===== src/rtl/core/itbr_pkg.sv =====
`default_nettype none

package itbr_pkg;

  typedef enum logic [1:0] {
    OP_READ  = 2'd0,
    OP_WRITE = 2'd1,
    OP_TICK  = 2'd2,
    OP_IDLE  = 2'd3
  } opcode_t;

  localparam logic [2:0] PORT_TONE  = 3'd0;
  localparam logic [2:0] PORT_CLOCK = 3'd2;
  localparam logic [2:0] PORT_SOUND = 3'd4;

  localparam logic [7:0] SOUND_OFF = 8'h00;
  localparam logic [7:0] SOUND_ON  = 8'h01;

  localparam logic [15:0] DIVISOR_RESET = 16'h0001;

  typedef struct packed {
    logic [1:0] opcode;
    logic [2:0] port;
    logic [7:0] write_data;
  } in_word_t;

  typedef struct packed {
    logic [7:0]  read_data;
    logic        interrupt_pulse;
    logic        tone_enabled;
    logic [15:0] tone_divisor;
    logic        bad_access;
  } out_word_t;

endpackage

`default_nettype wire


===== src/rtl/core/itbr_ifs.sv =====
`default_nettype none

interface itbr_in_if;
  logic       valid;
  logic       ready;
  logic [1:0] opcode;
  logic [2:0] port;
  logic [7:0] write_data;

  modport source (output valid, output opcode, output port, output write_data, input ready);
  modport sink   (input valid, input opcode, input port, input write_data, output ready);
endinterface

interface itbr_out_if;
  logic        valid;
  logic        ready;
  logic [7:0]  read_data;
  logic        interrupt_pulse;
  logic        tone_enabled;
  logic [15:0] tone_divisor;
  logic        bad_access;

  modport source (output valid, output read_data, output interrupt_pulse,
                  output tone_enabled, output tone_divisor, output bad_access,
                  input ready);
  modport sink   (input valid, input read_data, input interrupt_pulse,
                  input tone_enabled, input tone_divisor, input bad_access,
                  output ready);
endinterface

`default_nettype wire


===== src/rtl/core/interval_timer_bus_registers_core.sv =====
// channel  | direction | fields                                            | handshake
// in_bus   | in        | opcode[1:0] port[2:0] write_data[7:0]             | valid/ready
// out_bus  | out       | read_data[7:0] interrupt_pulse tone_enabled       | valid/ready
//          |           | tone_divisor[15:0] bad_access                     |
//
// one word per cycle sustained while out_bus takes results; a taken word is held in the input
// register, then its result in the result register, and out_bus offers it from there
// the input register feeds one pass of register update logic into the result register
// rst_n is synchronous, active low; both stages empty and timer state at reset values
// a stalled result holds and the input register still takes one more word
`default_nettype none

module interval_timer_bus_registers_core
  import itbr_pkg::*;
(
  input  logic       clk,
  input  logic       rst_n,
  itbr_in_if.sink    in_bus,
  itbr_out_if.source out_bus
);

  logic      word_valid;
  in_word_t  word;
  logic      can_load;
  logic      advance;
  out_word_t result;

  assign advance = word_valid && can_load;

  itbr_in_stage u_in (
    .clk        (clk),
    .rst_n      (rst_n),
    .in_bus     (in_bus),
    .take       (advance),
    .word_valid (word_valid),
    .word       (word)
  );

  itbr_regs u_regs (
    .clk    (clk),
    .rst_n  (rst_n),
    .fire   (advance),
    .word   (word),
    .result (result)
  );

  itbr_out_stage u_out (
    .clk      (clk),
    .rst_n    (rst_n),
    .load     (advance),
    .result   (result),
    .can_load (can_load),
    .out_bus  (out_bus)
  );

endmodule

`default_nettype wire


===== src/rtl/core/itbr_in_stage.sv =====
`default_nettype none

module itbr_in_stage
  import itbr_pkg::*;
(
  input  logic      clk,
  input  logic      rst_n,
  itbr_in_if.sink   in_bus,
  input  logic      take,
  output logic      word_valid,
  output in_word_t  word
);

  logic     valid_r, valid_nxt;
  in_word_t word_r;

  // free when empty or when the held word moves on this cycle
  assign in_bus.ready = !valid_r || take;

  always_comb begin
    valid_nxt = valid_r;
    if (in_bus.valid && in_bus.ready) begin
      valid_nxt = 1'b1;
    end else if (take) begin
      valid_nxt = 1'b0;
    end
  end

  always_ff @(posedge clk) begin
    if (!rst_n) begin
      valid_r <= 1'b0;
    end else begin
      valid_r <= valid_nxt;
    end
  end

  always_ff @(posedge clk) begin
    if (in_bus.valid && in_bus.ready) begin
      word_r <= '{opcode: in_bus.opcode, port: in_bus.port, write_data: in_bus.write_data};
    end
  end

  assign word_valid = valid_r;
  assign word       = word_r;

endmodule

`default_nettype wire


===== src/rtl/core/itbr_regs.sv =====
`default_nettype none

module itbr_regs
  import itbr_pkg::*;
(
  input  logic      clk,
  input  logic      rst_n,
  input  logic      fire,
  input  in_word_t  word,
  output out_word_t result
);

  logic [15:0] tone_latch_r, tone_latch_nxt;
  logic        tone_high_next_r, tone_high_next_nxt;
  logic        tone_valid_r, tone_valid_nxt;
  logic [15:0] applied_div_r, applied_div_nxt;
  logic        tone_on_r, tone_on_nxt;
  logic [15:0] complete_div_r, complete_div_nxt;
  logic [15:0] clock_count_r, clock_count_nxt;
  logic [15:0] clock_start_r, clock_start_nxt;
  logic        clock_high_next_r, clock_high_next_nxt;
  logic        clock_armed_r, clock_armed_nxt;
  logic [15:0] elapsed_r, elapsed_nxt;
  logic [7:0]  tempo_r, tempo_nxt;

  logic [7:0]  rd;
  logic        irq;
  logic        bad;
  logic [15:0] tone_full;
  logic [15:0] clock_remaining;

  assign tone_full       = tone_latch_r | {word.write_data, 8'h00};
  assign clock_remaining = clock_start_r - elapsed_r;

  always_comb begin
    tone_latch_nxt      = tone_latch_r;
    tone_high_next_nxt  = tone_high_next_r;
    tone_valid_nxt      = tone_valid_r;
    applied_div_nxt     = applied_div_r;
    tone_on_nxt         = tone_on_r;
    complete_div_nxt    = complete_div_r;
    clock_count_nxt     = clock_count_r;
    clock_start_nxt     = clock_start_r;
    clock_high_next_nxt = clock_high_next_r;
    clock_armed_nxt     = clock_armed_r;
    elapsed_nxt         = elapsed_r;
    tempo_nxt           = tempo_r;
    rd                  = 8'h00;
    irq                 = 1'b0;
    bad                 = 1'b0;

    unique case (word.opcode)
      OP_READ: begin
        if (word.port == PORT_CLOCK) begin
          // one-shot expiry on a read of a count of one
          if (clock_count_r == 16'd1 && clock_armed_r) begin
            clock_armed_nxt = 1'b0;
            irq             = 1'b1;
          end
          if (clock_count_r <= 16'd1) begin
            clock_high_next_nxt = !clock_high_next_r;
          end else if (!clock_high_next_r) begin
            clock_count_nxt     = clock_remaining;
            clock_high_next_nxt = 1'b1;
            rd                  = clock_remaining[7:0];
          end else begin
            clock_high_next_nxt = 1'b0;
            rd                  = clock_count_r[15:8];
          end
        end else if (word.port == PORT_SOUND) begin
          rd        = tempo_r;
          tempo_nxt = tempo_r + 8'd1;
        end else begin
          bad = 1'b1;
        end
      end
      OP_WRITE: begin
        if (word.port == PORT_TONE) begin
          if (!tone_high_next_r) begin
            tone_latch_nxt     = {8'h00, word.write_data};
            tone_high_next_nxt = 1'b1;
          end else begin
            tone_high_next_nxt = 1'b0;
            tone_valid_nxt     = 1'b1;
            // a zero divisor stands for one
            if (tone_full == 16'h0000) begin
              tone_latch_nxt   = DIVISOR_RESET;
              complete_div_nxt = DIVISOR_RESET;
            end else begin
              tone_latch_nxt   = tone_full;
              complete_div_nxt = tone_full;
            end
          end
        end else if (word.port == PORT_CLOCK) begin
          if (!clock_high_next_r) begin
            elapsed_nxt         = 16'h0000;
            clock_armed_nxt     = 1'b1;
            clock_count_nxt     = {8'h00, word.write_data};
            clock_high_next_nxt = 1'b1;
          end else begin
            clock_count_nxt     = clock_count_r | {word.write_data, 8'h00};
            clock_start_nxt     = clock_count_r | {word.write_data, 8'h00};
            clock_high_next_nxt = 1'b0;
          end
        end else if (word.port == PORT_SOUND) begin
          if (word.write_data == SOUND_OFF) begin
            tone_on_nxt = 1'b0;
          end else if (word.write_data == SOUND_ON) begin
            if (tone_valid_r) begin
              applied_div_nxt = complete_div_r;
              tone_on_nxt     = 1'b1;
            end
          end else begin
            bad = 1'b1;
          end
        end
      end
      OP_TICK: begin
        elapsed_nxt = elapsed_r + 16'd1;
      end
      default: begin
      end
    endcase
  end

  always_ff @(posedge clk) begin
    if (!rst_n) begin
      tone_latch_r      <= 16'h0000;
      tone_high_next_r  <= 1'b0;
      tone_valid_r      <= 1'b0;
      applied_div_r     <= DIVISOR_RESET;
      tone_on_r         <= 1'b0;
      complete_div_r    <= DIVISOR_RESET;
      clock_count_r     <= 16'h0000;
      clock_start_r     <= 16'h0000;
      clock_high_next_r <= 1'b0;
      clock_armed_r     <= 1'b0;
      elapsed_r         <= 16'h0000;
      tempo_r           <= 8'h00;
    end else if (fire) begin
      tone_latch_r      <= tone_latch_nxt;
      tone_high_next_r  <= tone_high_next_nxt;
      tone_valid_r      <= tone_valid_nxt;
      applied_div_r     <= applied_div_nxt;
      tone_on_r         <= tone_on_nxt;
      complete_div_r    <= complete_div_nxt;
      clock_count_r     <= clock_count_nxt;
      clock_start_r     <= clock_start_nxt;
      clock_high_next_r <= clock_high_next_nxt;
      clock_armed_r     <= clock_armed_nxt;
      elapsed_r         <= elapsed_nxt;
      tempo_r           <= tempo_nxt;
    end
  end

  assign result = '{read_data:       rd,
                    interrupt_pulse: irq,
                    tone_enabled:    tone_on_nxt,
                    tone_divisor:    applied_div_nxt,
                    bad_access:      bad};

endmodule

`default_nettype wire


===== src/rtl/core/itbr_out_stage.sv =====
`default_nettype none

module itbr_out_stage
  import itbr_pkg::*;
(
  input  logic       clk,
  input  logic       rst_n,
  input  logic       load,
  input  out_word_t  result,
  output logic       can_load,
  itbr_out_if.source out_bus
);

  logic      valid_r, valid_nxt;
  out_word_t word_r;

  assign can_load = !valid_r || out_bus.ready;

  always_comb begin
    valid_nxt = valid_r;
    if (load) begin
      valid_nxt = 1'b1;
    end else if (out_bus.ready) begin
      valid_nxt = 1'b0;
    end
  end

  always_ff @(posedge clk) begin
    if (!rst_n) begin
      valid_r <= 1'b0;
    end else begin
      valid_r <= valid_nxt;
    end
  end

  always_ff @(posedge clk) begin
    if (load) begin
      word_r <= result;
    end
  end

  assign out_bus.valid           = valid_r;
  assign out_bus.read_data       = word_r.read_data;
  assign out_bus.interrupt_pulse = word_r.interrupt_pulse;
  assign out_bus.tone_enabled    = word_r.tone_enabled;
  assign out_bus.tone_divisor    = word_r.tone_divisor;
  assign out_bus.bad_access      = word_r.bad_access;

endmodule

`default_nettype wire


===== src/flat_wrapper.sv =====
// flat-port wrapper written by rule: the top's interface ports become plain ports
module interval_timer_bus_registers_core_flat import itbr_pkg::*;
  (clk, rst_n, in_bus_valid, in_bus_opcode, in_bus_port, in_bus_write_data, in_bus_ready, out_bus_valid, out_bus_read_data, out_bus_interrupt_pulse, out_bus_tone_enabled, out_bus_tone_divisor, out_bus_bad_access, out_bus_ready);
  itbr_in_if in_bus_i ();
  itbr_out_if out_bus_i ();
  input  logic clk;
  input  logic rst_n;
  input wire logic [$bits(in_bus_i.valid)-1:0] in_bus_valid;
  input wire logic [$bits(in_bus_i.opcode)-1:0] in_bus_opcode;
  input wire logic [$bits(in_bus_i.port)-1:0] in_bus_port;
  input wire logic [$bits(in_bus_i.write_data)-1:0] in_bus_write_data;
  output wire logic [$bits(in_bus_i.ready)-1:0] in_bus_ready;
  output wire logic [$bits(out_bus_i.valid)-1:0] out_bus_valid;
  output wire logic [$bits(out_bus_i.read_data)-1:0] out_bus_read_data;
  output wire logic [$bits(out_bus_i.interrupt_pulse)-1:0] out_bus_interrupt_pulse;
  output wire logic [$bits(out_bus_i.tone_enabled)-1:0] out_bus_tone_enabled;
  output wire logic [$bits(out_bus_i.tone_divisor)-1:0] out_bus_tone_divisor;
  output wire logic [$bits(out_bus_i.bad_access)-1:0] out_bus_bad_access;
  input wire logic [$bits(out_bus_i.ready)-1:0] out_bus_ready;
  assign in_bus_i.valid = in_bus_valid;
  assign in_bus_i.opcode = in_bus_opcode;
  assign in_bus_i.port = in_bus_port;
  assign in_bus_i.write_data = in_bus_write_data;
  assign in_bus_ready = in_bus_i.ready;
  assign out_bus_valid = out_bus_i.valid;
  assign out_bus_read_data = out_bus_i.read_data;
  assign out_bus_interrupt_pulse = out_bus_i.interrupt_pulse;
  assign out_bus_tone_enabled = out_bus_i.tone_enabled;
  assign out_bus_tone_divisor = out_bus_i.tone_divisor;
  assign out_bus_bad_access = out_bus_i.bad_access;
  assign out_bus_i.ready = out_bus_ready;
  interval_timer_bus_registers_core u_core (.clk(clk), .rst_n(rst_n), .in_bus(in_bus_i), .out_bus(out_bus_i));
endmodule

===== config.mk =====
export PLATFORM = sky130hd
export DESIGN_NAME = interval_timer_bus_registers_core_flat
export DESIGN_NICKNAME = d
export VERILOG_FILES = /design/src/rtl/core/itbr_pkg.sv /design/src/rtl/core/itbr_ifs.sv /design/src/rtl/core/interval_timer_bus_registers_core.sv /design/src/rtl/core/itbr_in_stage.sv /design/src/rtl/core/itbr_regs.sv /design/src/rtl/core/itbr_out_stage.sv /design/src/flat_wrapper.sv
export SDC_FILE = /design/constraint.sdc
export NUM_CORES = 1
export LEC_CHECK = 0
export BUFFER_PORTS_ARGS = -buffer_cell sky130_fd_sc_hd__buf_2
export CAP_MARGIN = 25
export CORE_AREA = 2 2 123 125
export CTS_CLUSTER_SIZE = 8
export DETAILED_ROUTE_END_ITERATION = 10
export DIE_AREA = 0 0 125 127
export GPL_ROUTABILITY_DRIVEN = 0
export GPL_TIMING_DRIVEN = 0
export PLACE_DENSITY = 0.73
export SYNTH_ARGS = -nofsm -noshare
export SYNTH_HDL_FRONTEND = slang
export SYNTH_HIERARCHICAL = 1
export SYNTH_SLANG_ARGS = --single-unit

===== constraint.sdc =====
create_clock -name clk -period 3.35 [get_ports clk]
set_input_delay 0.1675 -clock clk [delete_from_list [all_inputs] [get_ports clk]]
set_output_delay 0.1675 -clock clk [all_outputs]
set_load 0.01 [all_outputs]

==> impl_metrics.yaml <==
run_status:
  outcome: "finished, final reports clean"
worst_setup_path:
  critPathSlowestCell: "o21ai_1"
  crit_path_start_kind: "flop"
  ff2ff_setup_slack_ns: 0.38
  path_delay_family: "simple AND/OR/NAND/NOR gates"
  critPathMaxStageDelay_ns: 0.66
  worstPathBufferInverterCount: 1
  cp.arrival_ns: 3.26
  r2r-end: "u_core/u_regs/elapsed_r[8]"
  cp_cell_sequence: "nand2b_4, and2_1, nor2b_1, and3_1, nand2_1, o21ai_1, clkbuf_1, nor2_1"
  worstSetupPathType: "reg2reg"
  crit_end: "u_core/u_regs/elapsed_r[8]"
  end_kind: "flop"
  critPathLaunch: "u_core/u_out/out_bus.valid"
  ff2ff_path_depth: 8
  path_depth: 8
  worstPathMaxFanout: 15
  reg2reg_from: "u_core/u_out/out_bus.valid"
  critical_path_required_ns: 3.64
placement:
  portBuffers: 45
  dp_hpwl_um: 12120
  dp_slack_ns: 0.4429
yosys:
  syn_area_um2: 7082
  async_flop_share_pct: 0
  synth_ff_type: "dfxtp_1"
  syn_area_per_cell_um2: 9.079
  synthesis.nets: 815
  ys_seq_area_share_pct: 48.34
  yosysWarnings: 6
  ys_seq_elements: 151
  ys_types: 67
  synth_cells: 780
  synth_edf_count: 40
global_route:
  grt_pass1_wl_um: 28210
  overflow: 0
  antenna_found_initial: 0
  grt_max_degree: 19
  grt.total_usage_pct: 22.14
  grt_pass1_vias: 5752
timing:
  holdWs_ns: 0.02010
  tightest_slew_ns: 0.7988
  finalSetupTns_ns: 0
  clock_skew_ns: 0.006640
  final_hold_viol_count: 0
  rsz0062_at_grt: "false"
  finalCriticalPeriod_ns: 2.966
  relSlewSlack_pct: 46.39
  slew_violations: 0
  setup_viol: 0
  fin_crit_sh_pct: 88.53
  fin_ws_ns: 0.3842
  timing.fmax_ghz: 0.3372
clock_network:
  tritoncts: "done"
  cts_sinks: 151
  clkTransAtPathRegs_ns: 0.06
  root_buffer: "clkbuf_16"
  cts_setup_buffers: 0
  tritoncts.num_buffers: 17
  clock_path_buffers: 2
  clk_latency_ns: 0.42
  h-tree-depth: 4
layout:
  n_antenna_cell: 0
  final_common_cell: "nor2_1"
  final_cell_mix: "126 x nor2_1, 111 x dfxtp_1, 80 x nand2_1"
  area_growth_pct: 17.00
  drive_gt1_share_pct: 13.42
  nets: 894
run:
  maxCapViolCount: 0
floorplanning:
  placementRows: 44
  die_w_um: 125
  coreArea_um2: 14420
  start_util_pct: 49.10
  die_area_um2: 15880
  io-pin-count: 46
  fp.dieH_um: 127
route:
  wl_um: 17110
  ant_nets: 0
  firstDrtPassIters: 8
  vias: 5893
  drtIter0Drc: 550
  drc: 0
  vias_per_cell: 5.580
  wire_per_inst_um: 16.20
power:
  p_leak_nw: 3.218
  peakVddDrop_mv: 0.5490
  p_per_area_nw_per_um2: 480.6
min_path:
  hold_path_class: "in2reg"
how the worst min path moves through the flow:
stage / from / to / slack [ns] / cells past startpoint
finish: out_bus_ready / u_core/u_out/out_bus.valid / 0.02 / 3
global route: out_bus_ready / u_core/u_out/out_bus.valid / 0.03 / 3
global placement: in_bus_write_data[4] / u_core/u_in/word[4] / 0.34 / 1
CTS: out_bus_ready / u_core/u_out/out_bus.valid / 0.02 / 3
floorplan: in_bus_write_data[0] / u_core/u_in/word[0] / 0.27 / 0
detailed placement: in_bus_write_data[7] / u_core/u_in/word[7] / 0.35 / 1
Yosys cell counts, types with 11 or more instances:
master    number  area [um2]
nor2_1       126       473.0
dfxtp_1      111        2222
nand2_1       80       300.3
a21oi_1       64       320.3
edfxtp_1      40        1201
clkbuf_1      34       127.6
inv_1         32       120.1
xnor2_1       22       192.7
o21ai_0       20       100.1
mux2_2        18       202.7
nand3_1       18       90.09
ha_1          17       212.7
nor3_1        17       85.08
a22oi_1       14       105.1
and3_1        13       81.33
nor4_1        12       75.07
mux2i_1       11       110.1
state kept, by name, indices dropped and copies added (netlist names):
register / flops
u_core/u_regs/tempo_r: 8
u_core/u_regs/tone_on_r: 1
u_core/u_in/word_valid: 1
u_core/u_regs/clock_count_r: 16
u_core/u_regs/clock_armed_r: 1
u_core/u_out/out_bus.bad_access: 1
u_core/u_regs/clock_start_r: 16
u_core/u_regs/elapsed_r: 16
u_core/u_out/out_bus.read_data: 8
u_core/u_regs/complete_div_r: 16
u_core/u_out/out_bus.valid: 1
u_core/u_regs/tone_latch_r: 16
u_core/u_regs/tone_valid_r: 1
u_core/u_regs/tone_high_next_r: 1
u_core/u_out/out_bus.tone_enabled: 1
u_core/u_out/out_bus.tone_divisor: 16
u_core/u_in/word: 13
u_core/u_regs/clock_high_next_r: 1
u_core/u_regs/applied_div_r: 16
u_core/u_out/out_bus.interrupt_pulse: 1
per-layer routing:
metal / wire length [um] / part of all wire, % / track usage [%]
met5: 0 / 0 / 0
met4: 313 / 1.8 / 7.712
met3: 1062 / 6.2 / 5.570
met2: 8177 / 48 / 37.40
met1: 7555 / 44 / 27.76
stage by stage:
step	power (mW)	std cells	utilization [%]	cell area, um2
after floorplan	2.087	780	-	7082
after global placement	2.165	1009	52.26	7537
after detailed placement	2.171	1010	52.45	7565
after CTS	3.997	1056	57.44	8285
after global routing	4.113	1056	57.44	8285
final	3.982	1056	57.44	8285
worst reg2reg max path, cell delays in order (launching register included):
cell,delay [ns]
dfxtp_1,0.33
nand2b_4,0.08
and2_1,0.57
nor2b_1,0.26
and3_1,0.25
nand2_1,0.16
o21ai_1,0.66
clkbuf_1,0.42
nor2_1,0.10
kinds of logic after synthesis:
family	after synthesis	share of synthesized area (%)
adder cells (fa/ha/maj)	18	3.286
flip-flops	151	48.34
buffers and inverters	76	4.488
AO/OA/AOI/OAI	164	15.05
multiplexers	29	4.417
AND/OR/NAND/NOR	312	20.71
XOR/XNOR	30	3.710
area by class of cell:
cell class	count	area (um2)
multi-input cells	553	3341
clock buffers	23	520.5
flip-flops and latches	151	3423
fillers	1236	6138
clock inverters	9	60.06
plain buffers	44	197.7
repair buffers	60	392.9
inverters	32	120.1
well taps	184	230.2
power breakdown:
group | switching [mW] | leakage, nW | internal [mW]
clock | 0.741 | 0.284 | 1.09
sequential | 0.0307 | 1.28 | 1.90
combinational | 0.132 | 1.65 | 0.0803
timing repair:
item / 4_1_cts / 5_1_grt
endpoints found under the hold margin: 14 / 0
gates resized for setup: 0 / 0
hold buffers: 14 / 0
endpoints found under the setup margin: 0 / 0
Note: power is estimated with default switching activity, not from simulation.
